## src/rtl/core/mch_pkg.sv

```systemverilog
// package: shared types, constants and the cordic arc table for the heading unit
package mch_pkg;

  localparam int SCALE_FRAC_BITS_DEF = 16;
  localparam int CORDIC_STEPS_DEF    = 16;
  localparam int HEADING_BITS_DEF    = 16;
  localparam int MAX_STEPS           = 24;
  localparam int ANG_W               = 32;
  // cordic vector width: 18-bit input scaled by 4096 plus growth and sign
  localparam int CV_W                = 34;
  localparam int STEP_W              = 5;

  typedef enum logic [1:0] {
    CMD_CAL     = 2'd0,
    CMD_FINISH  = 2'd1,
    CMD_MEASURE = 2'd2,
    CMD_NONE    = 2'd3
  } cmd_t;

  typedef enum logic [1:0] {
    ST_OK       = 2'd0,
    ST_NO_SAMP  = 2'd1,
    ST_ZERO_RNG = 2'd2
  } status_t;

  typedef enum logic [2:0] {
    S_IDLE,
    S_DIV,
    S_MUL,
    S_CORDIC,
    S_OUT
  } fsm_t;

  typedef struct packed {
    logic load;
    logic cal_update;
    logic fin_start;
    logic div_step;
    logic fin_commit;
    logic meas_mul;
    logic cordic_step;
    logic out_load;
  } cmd_bus_t;

  typedef struct packed {
    logic    div_done;
    logic    cordic_done;
    cmd_t    cmd;
  } sts_bus_t;

  function automatic logic [ANG_W-1:0] arc_of(input logic [STEP_W-1:0] i);
    logic [ANG_W-1:0] a;
    case (i)
      5'd0:  a = 32'h20000000;
      5'd1:  a = 32'h12E4051E;
      5'd2:  a = 32'h09FB385B;
      5'd3:  a = 32'h051111D4;
      5'd4:  a = 32'h028B0D43;
      5'd5:  a = 32'h0145D7E1;
      5'd6:  a = 32'h00A2F61E;
      5'd7:  a = 32'h00517C55;
      5'd8:  a = 32'h0028BE53;
      5'd9:  a = 32'h00145F2F;
      5'd10: a = 32'h000A2F98;
      5'd11: a = 32'h000517CC;
      5'd12: a = 32'h00028BE6;
      5'd13: a = 32'h000145F3;
      5'd14: a = 32'h0000A2FA;
      5'd15: a = 32'h0000517D;
      5'd16: a = 32'h000028BE;
      5'd17: a = 32'h0000145F;
      5'd18: a = 32'h00000A30;
      5'd19: a = 32'h00000518;
      5'd20: a = 32'h0000028C;
      5'd21: a = 32'h00000146;
      5'd22: a = 32'h000000A3;
      5'd23: a = 32'h00000051;
      default: a = '0;
    endcase
    return a;
  endfunction

endpackage

```

## src/rtl/core/mch_ctrl.sv

```systemverilog
// controller state machine sequencing calibration, divide, scale and cordic
module mch_ctrl import mch_pkg::*; (
  input  logic     clk,
  input  logic     rst_n,
  input  logic     in_fire,
  input  logic     out_fire,
  input  sts_bus_t sts,
  output logic     busy,
  output logic     out_valid,
  output cmd_bus_t cmd
);

  fsm_t state_r, state_nxt;

  always_ff @(posedge clk) begin
    if (!rst_n) begin
      state_r <= S_IDLE;
    end else begin
      state_r <= state_nxt;
    end
  end

  always_comb begin
    state_nxt = state_r;
    cmd       = '0;
    busy      = 1'b1;
    out_valid = 1'b0;
    case (state_r)
      S_IDLE: begin
        busy = 1'b0;
        if (in_fire) begin
          cmd.load  = 1'b1;
          state_nxt = S_MUL;
        end
      end
      S_MUL: begin
        // first working cycle: dispatch on command
        case (sts.cmd)
          CMD_CAL: begin
            cmd.cal_update = 1'b1;
            cmd.out_load   = 1'b1;
            state_nxt      = S_OUT;
          end
          CMD_FINISH: begin
            cmd.fin_start = 1'b1;
            state_nxt     = S_DIV;
          end
          CMD_MEASURE: begin
            cmd.meas_mul = 1'b1;
            state_nxt    = S_CORDIC;
          end
          default: begin
            cmd.out_load = 1'b1;
            state_nxt    = S_OUT;
          end
        endcase
      end
      S_DIV: begin
        if (sts.div_done) begin
          cmd.fin_commit = 1'b1;
          cmd.out_load   = 1'b1;
          state_nxt      = S_OUT;
        end else begin
          cmd.div_step = 1'b1;
        end
      end
      S_CORDIC: begin
        if (sts.cordic_done) begin
          cmd.out_load = 1'b1;
          state_nxt    = S_OUT;
        end else begin
          cmd.cordic_step = 1'b1;
        end
      end
      S_OUT: begin
        out_valid = 1'b1;
        if (out_fire) begin
          state_nxt = S_IDLE;
        end
      end
      default: state_nxt = S_IDLE;
    endcase
  end

  a_load_idle: assert property (@(posedge clk) disable iff (!rst_n)
    cmd.load |-> state_r == S_IDLE) else $error("load outside idle");
  a_out_after_load: assert property (@(posedge clk) disable iff (!rst_n)
    $rose(out_valid) |-> $past(cmd.out_load)) else $error("result without load");
  a_excl: assert property (@(posedge clk) disable iff (!rst_n)
    !(cmd.div_step && cmd.cordic_step)) else $error("two units stepped");

endmodule

```

## src/rtl/core/mch_datapath.sv

```systemverilog
// datapath: bounds, centers, scale divider, scale multiply and cordic
module mch_datapath import mch_pkg::*; #(
  parameter int SCALE_FRAC_BITS = SCALE_FRAC_BITS_DEF,
  parameter int CORDIC_STEPS    = CORDIC_STEPS_DEF,
  parameter int HEADING_BITS    = HEADING_BITS_DEF
) (
  input  logic               clk,
  input  logic               rst_n,
  input  cmd_bus_t           cmd,
  input  logic [1:0]         in_command,
  input  logic signed [15:0] in_mag_x,
  input  logic signed [15:0] in_mag_y,
  output sts_bus_t           sts,
  output logic [1:0]         o_status,
  output logic signed [17:0] o_comp_x,
  output logic signed [17:0] o_comp_y,
  output logic [15:0]        o_heading
);

  localparam int SC_W   = SCALE_FRAC_BITS + 1;
  localparam int RNG_W  = 17;
  localparam int NUM_W  = RNG_W + SCALE_FRAC_BITS;
  localparam int DCNT_W = $clog2(NUM_W + 1);
  localparam int NSTEPS = (CORDIC_STEPS < MAX_STEPS) ? CORDIC_STEPS : MAX_STEPS;
  localparam int PROD_W = 18 + SC_W + 1;

  logic [1:0]         cmd_r;
  logic signed [15:0] mx_r, my_r;
  logic signed [15:0] x_low_r, x_high_r, y_low_r, y_high_r;
  logic               win_r;
  logic signed [16:0] xc_r, yc_r;
  logic [SC_W-1:0]    scale_r;
  logic [1:0]         status_r;
  logic signed [17:0] cx_r, cy_r;
  logic [15:0]        hd_r;

  // divider
  logic [RNG_W-1:0]   dvs_r;
  logic [NUM_W-1:0]   quo_r;
  logic [RNG_W:0]     rem_r;
  logic [DCNT_W-1:0]  dcnt_r;
  logic               zero_r;

  // cordic
  logic signed [CV_W-1:0] vx_r, vy_r;
  logic [ANG_W-1:0]       acc_r;
  logic [STEP_W-1:0]      k_r;
  logic                   zvec_r;

  logic signed [16:0] rx, ry;
  logic signed [17:0] dx, dy;
  logic signed [PROD_W-1:0] prod;
  logic signed [17:0] sx;
  logic [RNG_W:0]     rem_sh;
  logic signed [CV_W-1:0] shx, shy, ix, iy;
  logic [ANG_W-1:0]   rnd;

  assign rx = 17'(x_high_r) - 17'(x_low_r);
  assign ry = 17'(y_high_r) - 17'(y_low_r);
  assign dx = 18'(signed'({mx_r, 1'b0})) - 18'(xc_r);
  assign dy = 18'(signed'({my_r, 1'b0})) - 18'(yc_r);
  assign prod = PROD_W'(dx) * signed'({1'b0, scale_r});
  assign sx = 18'(prod >>> SCALE_FRAC_BITS);
  assign rem_sh = {rem_r[RNG_W-1:0], quo_r[NUM_W-1]};
  assign shx = vx_r >>> k_r;
  assign shy = vy_r >>> k_r;
  assign ix = CV_W'(sx) <<< 12;
  assign iy = CV_W'(dy) <<< 12;
  assign rnd = acc_r + (ANG_W'(1) << (31 - HEADING_BITS));

  assign sts.div_done    = (dcnt_r == '0);
  assign sts.cordic_done = (k_r == STEP_W'(NSTEPS));
  assign sts.cmd         = cmd_t'(cmd_r);

  always_ff @(posedge clk) begin
    if (!rst_n) begin
      x_low_r  <= '0;
      x_high_r <= '0;
      y_low_r  <= '0;
      y_high_r <= '0;
      win_r    <= 1'b0;
      xc_r     <= '0;
      yc_r     <= '0;
      scale_r  <= SC_W'(1) << SCALE_FRAC_BITS;
      dcnt_r   <= '0;
      k_r      <= '0;
    end else begin
      if (cmd.cal_update) begin
        if (!win_r) begin
          x_low_r <= mx_r; x_high_r <= mx_r;
          y_low_r <= my_r; y_high_r <= my_r;
          win_r   <= 1'b1;
        end else begin
          if (mx_r < x_low_r)  x_low_r  <= mx_r;
          if (mx_r > x_high_r) x_high_r <= mx_r;
          if (my_r < y_low_r)  y_low_r  <= my_r;
          if (my_r > y_high_r) y_high_r <= my_r;
        end
      end
      if (cmd.fin_start) begin
        if (win_r && rx != 0 && ry != 0) begin
          dcnt_r <= DCNT_W'(NUM_W);
        end else begin
          dcnt_r <= '0;
        end
      end else if (cmd.div_step) begin
        dcnt_r <= dcnt_r - 1'b1;
      end
      if (cmd.fin_commit && win_r) begin
        xc_r  <= 17'(x_low_r) + 17'(x_high_r);
        yc_r  <= 17'(y_low_r) + 17'(y_high_r);
        win_r <= 1'b0;
        if (zero_r) scale_r <= SC_W'(1) << SCALE_FRAC_BITS;
        else        scale_r <= SC_W'(quo_r);
      end
      if (cmd.meas_mul) begin
        k_r <= '0;
      end else if (cmd.cordic_step) begin
        k_r <= k_r + 1'b1;
      end
    end
  end

  always_ff @(posedge clk) begin
    if (cmd.load) begin
      cmd_r <= in_command;
      mx_r  <= in_mag_x;
      my_r  <= in_mag_y;
    end
    if (cmd.fin_start) begin
      zero_r <= (rx == 0) || (ry == 0);
      // numerator is min range shifted, divisor max range
      if (rx <= ry) begin
        quo_r <= NUM_W'(rx) << SCALE_FRAC_BITS;
        dvs_r <= RNG_W'(ry);
      end else begin
        quo_r <= NUM_W'(ry) << SCALE_FRAC_BITS;
        dvs_r <= RNG_W'(rx);
      end
      rem_r <= '0;
    end else if (cmd.div_step) begin
      if (rem_sh >= {1'b0, dvs_r}) begin
        rem_r <= rem_sh - {1'b0, dvs_r};
        quo_r <= {quo_r[NUM_W-2:0], 1'b1};
      end else begin
        rem_r <= rem_sh;
        quo_r <= {quo_r[NUM_W-2:0], 1'b0};
      end
    end
    if (cmd.meas_mul) begin
      cx_r   <= sx;
      cy_r   <= dy;
      zvec_r <= (sx == 0) && (dy == 0);
      if (sx < 0) begin
        vx_r  <= -ix;
        vy_r  <= -iy;
        acc_r <= 32'h80000000;
      end else begin
        vx_r  <= ix;
        vy_r  <= iy;
        acc_r <= '0;
      end
    end else if (cmd.cordic_step) begin
      if (vy_r > 0) begin
        vx_r  <= vx_r + shy;
        vy_r  <= vy_r - shx;
        acc_r <= acc_r + arc_of(k_r);
      end else begin
        vx_r  <= vx_r - shy;
        vy_r  <= vy_r + shx;
        acc_r <= acc_r - arc_of(k_r);
      end
    end
    if (cmd.out_load) begin
      status_r <= ST_OK;
      o_comp_x <= '0;
      o_comp_y <= '0;
      hd_r     <= '0;
      if (cmd_r == CMD_FINISH) begin
        if (!win_r)       status_r <= ST_NO_SAMP;
        else if (zero_r)  status_r <= ST_ZERO_RNG;
      end
      if (cmd_r == CMD_MEASURE) begin
        o_comp_x <= cx_r;
        o_comp_y <= cy_r;
        hd_r     <= zvec_r ? '0 : 16'(rnd >> (ANG_W - HEADING_BITS));
      end
    end
  end

  assign o_status  = status_r;
  assign o_heading = hd_r;

  a_scale_range: assert property (@(posedge clk) disable iff (!rst_n)
    scale_r <= (SC_W'(1) << SCALE_FRAC_BITS)) else $error("scale above one");
  a_win_close: assert property (@(posedge clk) disable iff (!rst_n)
    cmd.fin_commit && win_r |=> !win_r) else $error("window not closed");
  a_bounds: assert property (@(posedge clk) disable iff (!rst_n)
    win_r |-> (x_low_r <= x_high_r) && (y_low_r <= y_high_r)) else $error("bounds crossed");

endmodule

```

## src/rtl/core/magnetometer_calibration_heading_unit.sv

```systemverilog
// top level: magnetometer calibration and heading unit
// usage:
//   input stream carries a command (calibration sample, finish, measure) with
//   a signed x/y magnetometer sample; one result is produced per input.
//   calibration samples update per-axis min/max; finish derives centers and
//   the x scale with a bit-serial restoring divider (33 iterations);
//   measure removes offsets, scales x and runs a serial vectoring cordic,
//   one rotation per cycle (CORDIC_STEPS iterations, capped at 24).
// sequence from input transfer to result valid: calibration / unused code
//   loads the result in the dispatch state; finish runs the divider loop
//   (skipped with no samples or a zero range) and measure the cordic loop
//   before the result register is loaded.
// one item is in flight at a time; in_tready is high only when idle, so the
// next input transfer waits until the result has been taken.
// the result is held in the output register until the receiver takes it,
// and a stalled receiver holds off the next input transfer.
// reset (rst_n low, synchronous) clears bounds, centers, sets scale to one.
module magnetometer_calibration_heading_unit import mch_pkg::*; #(
  parameter int SCALE_FRAC_BITS = SCALE_FRAC_BITS_DEF,
  parameter int CORDIC_STEPS    = CORDIC_STEPS_DEF,
  parameter int HEADING_BITS    = HEADING_BITS_DEF
) (
  input  logic        clk,
  input  logic        rst_n,
  input  logic        in_tvalid,
  output logic        in_tready,
  input  logic [39:0] in_tdata,   // command[1:0], mag_x[17:2], mag_y[33:18], zero pad
  output logic        out_tvalid,
  input  logic        out_tready,
  output logic [55:0] out_tdata   // status[1:0], comp_x[19:2], comp_y[37:20],
                                  // heading[53:38], zero pad
);

  cmd_bus_t cmd;
  sts_bus_t sts;
  logic     busy;
  logic [1:0]         st;
  logic signed [17:0] cx, cy;
  logic [15:0]        hd;

  assign in_tready = !busy;

  mch_ctrl u_ctrl (
    .clk       (clk),
    .rst_n     (rst_n),
    .in_fire   (in_tvalid && in_tready),
    .out_fire  (out_tvalid && out_tready),
    .sts       (sts),
    .busy      (busy),
    .out_valid (out_tvalid),
    .cmd       (cmd)
  );

  mch_datapath #(
    .SCALE_FRAC_BITS (SCALE_FRAC_BITS),
    .CORDIC_STEPS    (CORDIC_STEPS),
    .HEADING_BITS    (HEADING_BITS)
  ) u_dp (
    .clk        (clk),
    .rst_n      (rst_n),
    .cmd        (cmd),
    .in_command (in_tdata[1:0]),
    .in_mag_x   (signed'(in_tdata[17:2])),
    .in_mag_y   (signed'(in_tdata[33:18])),
    .sts        (sts),
    .o_status   (st),
    .o_comp_x   (cx),
    .o_comp_y   (cy),
    .o_heading  (hd)
  );

  assign out_tdata = {2'b00, hd, cy, cx, st};

endmodule

```

## config.mk

```make
export PLATFORM = sky130hd
export DESIGN_NAME = magnetometer_calibration_heading_unit
export DESIGN_NICKNAME = d
export VERILOG_FILES = /design/src/rtl/core/mch_pkg.sv /design/src/rtl/core/mch_ctrl.sv /design/src/rtl/core/mch_datapath.sv /design/src/rtl/core/magnetometer_calibration_heading_unit.sv
export SDC_FILE = /design/constraint.sdc
export NUM_CORES = 2
export LEC_CHECK = 0
export BUFFER_PORTS_ARGS = -buffer_cell sky130_fd_sc_hd__buf_2
export CAP_MARGIN = 0
export CELL_PAD_IN_SITES_DETAIL_PLACEMENT = 2
export CELL_PAD_IN_SITES_GLOBAL_PLACEMENT = 2
export CORE_MARGIN = 2
export CORE_UTILIZATION = 40
export CTS_BUF_LIST = sky130_fd_sc_hd__clkbuf_4 sky130_fd_sc_hd__clkbuf_8
export DETAILED_ROUTE_END_ITERATION = 10
export GPL_TIMING_DRIVEN = 0
export PLACE_DENSITY = 0.76
export SYNTH_ARGS = -nofsm -noshare
export SYNTH_HDL_FRONTEND = slang
export SYNTH_HIERARCHICAL = 1
export SYNTH_SLANG_ARGS = --single-unit
export TNS_END_PERCENT = 30
```

## constraint.sdc

```tcl
create_clock -name clk -period 16.69 [get_ports clk]
set_clock_uncertainty 0.15 [all_clocks]
set_input_delay 2.5035 -clock clk [delete_from_list [all_inputs] [get_ports clk]]
set_output_delay 2.5035 -clock clk [all_outputs]
set_load 0.02 [all_outputs]
```

* Word level (Yosys, flattened, before mapping)
Memories as Yosys holds them, arrays and structs flattened. A register that Yosys moved wholly into a read port is not among the register bits.
Index checks and enable logic that the tools add are counted.
** Word-level totals
- Register bits :: 423
- Bits in read-only memories :: 1920
- Input bits :: 44
- Output and inout port bits :: 58
- Logic and storage cells :: 169
- Memories :: 2
** Cells by class
- Add/subtract/negate cells :: 18
- Multipliers :: 1
- $lt $le $gt $ge :: 8
- Equal/unequal tests :: 15
- Shift operators :: 2
- Mux-type cells :: 64
- Bitwise operators :: 2
- Reductions and logical operators :: 28
** Memory list
- (no name shown) :: words 32, width 30, read ports 1, clocked after memory_dff 1, wr ports 0, RTL line mch_pkg.sv:53 : case (i)
- (no name shown) :: words 32, width 30, read ports 1, clocked after memory_dff 1, wr ports 0, RTL line mch_pkg.sv:53
** Operators by type and width (count)
- 2-to-1 mux 32 bit :: 10
- 2-to-1 mux 34 bit :: 8
- logical NOT 32 bit :: 4
- 2-to-1 mux 16 bit :: 8
- 2-to-1 mux 33 bit :: 3
- adder 34 bit :: 2
- negation 30 -> 34 bit :: 2
- >>> shifter 34 x 5 -> 34 bit :: 2
- subtractor 34 bit :: 2
- nonzero test 32 bit :: 2
- 2-to-1 mux 17 bit :: 3
- subtractor 17 x 17 -> 18 bit :: 2
- adder 16 x 16 -> 17 bit :: 2
- greater-than comparator 34 x 1 -> 1 bit, second input constant :: 1
- multiplier 18 x 18 -> 34 bit :: 1
- subtractor 16 x 16 -> 17 bit :: 2
- adder 32 x 16 -> 32 bit, second input constant :: 1
- adder 32 bit :: 1
- greater-than comparator 16 bit :: 2
- < comparator 16 bit :: 2
- subtractor 32 bit :: 1
- 2-to-1 mux 5 bit :: 4
- greater-or-equal comparator 18 x 17 -> 1 bit :: 1
- < comparator 18 x 1 -> 1 bit, second input constant :: 1
- 29 further kinds :: 71

* Depth between registers and ports, before layout
- Depth in word-level cells :: 9
- Gate-level depth with buffers :: 41

* Hierarchy
The synthesis kept the hierarchy.
** By module, submodules not included
- mch_datapath :: instances 1, cells an instance 5234, area each 47382.9 um2, sequential area each 11771.3 um2
- mch_ctrl :: instances 1, cells an instance 39, area each 322.8 um2, sequential area each 60.1 um2
- magnetometer_calibration_heading_unit :: instances 1, cells an instance 6, area each 35.0 um2, sequential area each 0.0 um2

* Least setup slack after synthesis
No wires, ideal clock.
- Kind :: flip-flop to flip-flop
- Start :: register u_dp.mx_r[0]
- End :: register u_dp.vy_r[24] (data pin)
- Library setup time :: 260 ps
- Arrival :: 8857 ps
- Data required time :: 16280 ps
- Slack :: 7424 ps
- Stages on the path, launching flop included :: 39
- Buffers on the path :: 3
- Path through :: edfxtp_1 -> inv_1 -> fa_1 -> nor2b_1 -> o21ai_0 -> a21boi_0 -> o21ai_0 -> a21boi_0 -> o21ai_0 -> a21oi_1 -> o21ai_0 -> nand2b_1 -> a211oi_1 -> clkbuf_1 -> nand2_1 -> fa_1 -> fa_1 -> fa_1 -> [... 3 more ...] -> inv_1 -> fa_1 -> inv_1 -> ha_1 -> clkbuf_1 -> a21o_1 -> a21oi_1 -> a2bb2oi_1 -> o21a_1 -> a21o_1 -> o211ai_1 -> a211o_1 -> xnor3_1 -> inv_1 -> clkbuf_1 -> o31ai_1 -> xnor2_1 -> mux2_2
** On the way
- Word-level cells in the longest chain between the ends :: 5
** Ends and longest elaborated chain
- start: declaration :: RTL line mch_datapath.sv:28 : logic signed [15:0] mx_r, my_r;
- start signal: assignment :: RTL line mch_datapath.sv:127 : mx_r <= in_mag_x;
- subtractor 17 x 17 -> 18 bit :: RTL line mch_datapath.sv:60 : assign dx = 18'(signed'({mx_r, 1'b0})) - 18'(xc_r);
- multiplier 18 x 18 -> 34 bit :: RTL line mch_datapath.sv:62 : assign prod = PROD_W'(dx) * signed'({1'b0, scale_r});
- < comparator 18 x 1 -> 1 bit :: RTL line mch_datapath.sv:154 : if (sx < 0) begin
- 2-to-1 mux 34 bit :: RTL line mch_datapath.sv:154
- 2-to-1 mux 34 bit :: RTL line mch_datapath.sv:150 : if (cmd.meas_mul) begin
- end signal: assignment :: RTL line mch_datapath.sv:156 : vy_r <= -iy;
- end signal: assignment :: RTL line mch_datapath.sv:160 : vy_r <= iy;
- end signal: assignment :: RTL line mch_datapath.sv:166 : vy_r <= vy_r - shx;
- end: declaration :: RTL line mch_datapath.sv:45 : logic signed [CV_W-1:0] vx_r, vy_r;
Every way passes these cells.
A chain may end at the register's enable or synchronous reset.

* Worst setup path after layout
- Start :: register u_dp.mx_r[0]
- End :: register u_dp.vx_r[17] (data pin)
** On the way
- Word-level cells in the longest chain between the ends :: 5
- Elaborated cells on any way between the ends :: 6
- Classes of those cells :: add/sub (2); mul (1); order compare (1); mux (2)
** Ends and longest elaborated chain
- subtractor 17 x 17 -> 18 bit (*) :: RTL line mch_datapath.sv:60
- multiplier 18 x 18 -> 34 bit (*) :: RTL line mch_datapath.sv:62
- negation 30 -> 34 bit or < comparator 18 x 1 -> 1 bit (tied branches) :: RTL line mch_datapath.sv:155, mch_datapath.sv:154
- 2-to-1 mux 34 bit (*) :: RTL line mch_datapath.sv:154
- 2-to-1 mux 34 bit (*) :: RTL line mch_datapath.sv:150
- end signal: assignment :: RTL line mch_datapath.sv:155 : vx_r <= -ix;
- end signal: assignment :: RTL line mch_datapath.sv:159 : vx_r <= ix;
- end signal: assignment :: RTL line mch_datapath.sv:165 : vx_r <= vx_r + shy;
- end: declaration :: RTL line mch_datapath.sv:45
Every way passes the cells marked *; elsewhere a longest branch is shown, timed or not.

==> impl_metrics.py <==
metrics = {
    "placement": {
        "place_ws_ns": 4.63,
        "dp_hpwl_microns": 148000,
        "numPortBuffers": 93,
        "gp_congestion": 0.975,
    },
    "setup_path": {
        "cp-end-kind": "flop",
        "crit_required_ns": 17.09,
        "critPathArrivalTime_ns": 12.51,
        "path_common_cell": "fa_1",
        "worstSetupStartpointType": "flop",
        "worst-path-max-fanout": 10,
        "cpPeakStageDelay_ns": 1.02,
        "critPathKind": "flop to flop",
        "cp_slowest_cell": "o21ai_0",
    },
    "logic_synthesis": {
        "yosysWarnings": 6,
        "syn_area_sq_mm": 0.0477,
        "synth_edf_count": 276,
        "synth_seq_cells": 453,
        "synth.avg_cell_area_sq_um": 9.04,
        "synth_area_leaders": "edfxtp_1 (17%), fa_1 (13%), ha_1 (10%)",
        "synth_top_flop_cell": "edfxtp_1",
        "synthArstFlopShare_pct": 0,
        "synthCells": 5279,
        "synth_cell_types": 108,
        "synth_top_area_cell": "edfxtp_1",
        "synth_top_area_share_pct": 17.4,
        "synth-seq-area-share_pct": 24.8,
    },
    "drt": {
        "vias": 41867,
        "wire_per_inst_microns": 26.4,
        "drt_pass1_iterations": 5,
        "viasPerCell": 5.90,
        "totalWireLength_microns": 187000,
        "first_iter_violations": 2791,
        "drc": 0,
        "ant_nets": 0,
    },
    "cells_and_area": {
        "drive_gt1_share_pct": 8.34,
        "final_nets": 6214,
        "areaGrowthSynthToFinish_pct": 9.93,
    },
    "power": {
        "ir_drop_mv": 0.227,
        "leakage_nw": 21.8,
        "p_per_area_mw_per_mm2": 166,
    },
    "floorplanning": {
        "ios": 102,
        "die-area_sq_mm": 0.122,
        "die_h_microns": 349,
        "initial_core_util_pct": 40.4,
        "die_x_microns": 349,
        "rows": 126,
        "fp.coreArea_sq_mm": 0.118,
    },
    "min_path": {
        "hold_path.class": "flop to flop",
    },
    "clocking": {
        "htree_levels": 3,
        "clk_pin_slew_ns": 0.06,
        "insertion_delay_ns": 0.87,
        "cts_root_buf": "clkbuf_8",
        "holdBufCountCts": 0,
        "cts_buffer_depth": 3,
        "cts_tree": "built",
        "numCtsBuffers": 91,
        "cts_resized": 0,
        "post-cts-setup-buffer-count": 0,
        "numClockSinks": 453,
    },
    "flow_run": {
        "drv_cap": 1,
    },
    "sta": {
        "fin_crit_ns": 12.11,
        "finalHoldViolCount": 0,
        "finalSetupViolations": 0,
        "period_share_pct": 72.6,
        "worst_slack_ns": 4.58,
        "setup_tns_ns": 0,
        "grt_setup_unrepaired": "no",
        "worstMarginPinSlew_ns": 1.47,
        "drv_slew": 0,
        "max_freq_mhz": 82.5,
        "maxSlewHeadroom_pct": 1.11,
    },
    "outcome": {
        "violations": "capacitance limit",
        "outcome": "complete, but fails checks",
    },
    "global_route": {
        "grtUsageTotal_pct": 30.5,
        "grt_pass1_vias": 45915,
        "grt_max_degree": 58,
        "grt_pass1_wl_microns": 284000,
        "antenna_found_initial": 7,
        "overflow": 0,
    },
}
==> registers in the layout, indices dropped and copies added, names as in the netlist, 17 cells and up, named ones only <==
name and flops:
u_dp/xc_r 17, u_dp/acc_r 32, u_dp/dvs_r 17, u_dp/cy_r 18, u_dp/scale_r 17, u_dp/vy_r 34, u_dp/quo_r 33, u_dp/o_comp_x 18
u_dp/yc_r 17, u_dp/o_comp_y 18, u_dp/vx_r 34, u_dp/rem_r 17, u_dp/cx_r 18
==> layout by cell type (no fill, tap or decap), types with 72 or more instances in the layout <==
master      n
nor2_1    390
ha_1      393
nor2b_1    72
clkbuf_8  108
inv_1     621
nand2_1   408
nand3_1   110
clkbuf_1  193
and2_1    198
mux2i_1   120
xor2_1    147
a211oi_1   87
a21o_1     77
o21ai_0   273
a21oi_1   294
fa_1      303
xnor2_1   187
dfxtp_1   177
edfxtp_1  276
nor3_1     79
buf_2     111
==> final cells by class <==
cell class | instances | area (sq um)
multi-input combinational | 3950 | 32500
antenna | 4 | 10.0
inverter | 627 | 2350
tap | 1536 | 1920
clock inverter | 37 | 483
timing repair buffer | 101 | 613
buffer | 250 | 1110
sequential | 453 | 11800
fill | 13014 | 65800
clock buffer | 135 | 1690
==> critical path, delay by kind of cell (launching register included) <==
kind | cells | cell delay [ns]
compound gates | 15 | 3.99
buf+inv | 6 | 1.59
simple gates | 3 | 0.41
xor+xnor | 3 | 1.50
flops | 1 | 0.43
fa+ha+maj | 8 | 3.76
==> metrics by stage <==
stage | cell area, sq um | total power, mW | utilization (%) | std cells | hold WS (ns)
final | 52500 | 8.70 | 44.4 | 7093 | 0.319
after detailed placement | 50300 | 7.25 | 42.5 | 6916 | 0.317
after global placement | 50100 | 7.00 | 42.4 | 6909 | 0.310
after floorplan | 47700 | 5.42 | - | 5280 | 0.290
after global routing | 52500 | 9.33 | 44.4 | 7092 | 0.344
after CTS | 52400 | 8.72 | 44.4 | 7088 | 0.313
==> kinds of logic (layout without fill, tap and decap cells) <==
group	after synthesis	in the layout	share of synthesized area, %
xor+xnor	335	335	6.17
other cells	1	6	0.00785
simple gates	1551	1551	16.1
flops	453	453	24.8
fa+ha+maj	696	696	23.0
buf+inv	877	1150	7.26
compound gates	1131	1131	15.2
mux	235	235	7.48
==> cell usage after synthesis (all sizes together) (147+ instances only) <==
cell	n
a21oi	295
and2	199
clkbuf	194
dfxtp	177
edfxtp	276
fa	303
ha	393
inv	623
nand2	408
nor2	391
o21ai	282
xnor2	187
xor2	147
==> routing by layer <==
layer  vias up  share of wire, %  wire length (microns)  global-route usage [%]
li1      18753                 -                      -                       -
met3       355               4.7                   8700                    4.00
met5         -                 0                      0                       0
met4         0               4.3                   8070                    12.6
met2      1121                49                  92100                    53.3
met1     21638                42                  78100                    37.7
==> power by group <==
| part | switching (mW) | total, mW | leakage, nW | internal (mW) |
|---|---|---|---|---|
| Clock | 0.595 | 1.40 | 1.14 | 0.801 |
| Combinational | 3.52 | 5.46 | 16.7 | 1.94 |
| Sequential | 0.246 | 1.85 | 3.96 | 1.60 |
==> final timing paths <==
| check | from | end | slack [ns] | depth (start not counted) |
|---|---|---|---|---|
| setup / recovery | u_dp/mx_r[0] | u_dp/vx_r[17] | 4.58 | 35 |
| hold / removal | u_dp/quo_r[11] | u_dp/scale_r[11] | 0.32 | 1 |
| hold reg to reg | u_dp/quo_r[11] | u_dp/scale_r[11] | 0.32 | 1 |
| setup reg to reg | u_dp/mx_r[0] | u_dp/vx_r[17] | 4.58 | 35 |
No activity file was read; power rests on OpenSTA's default activity.
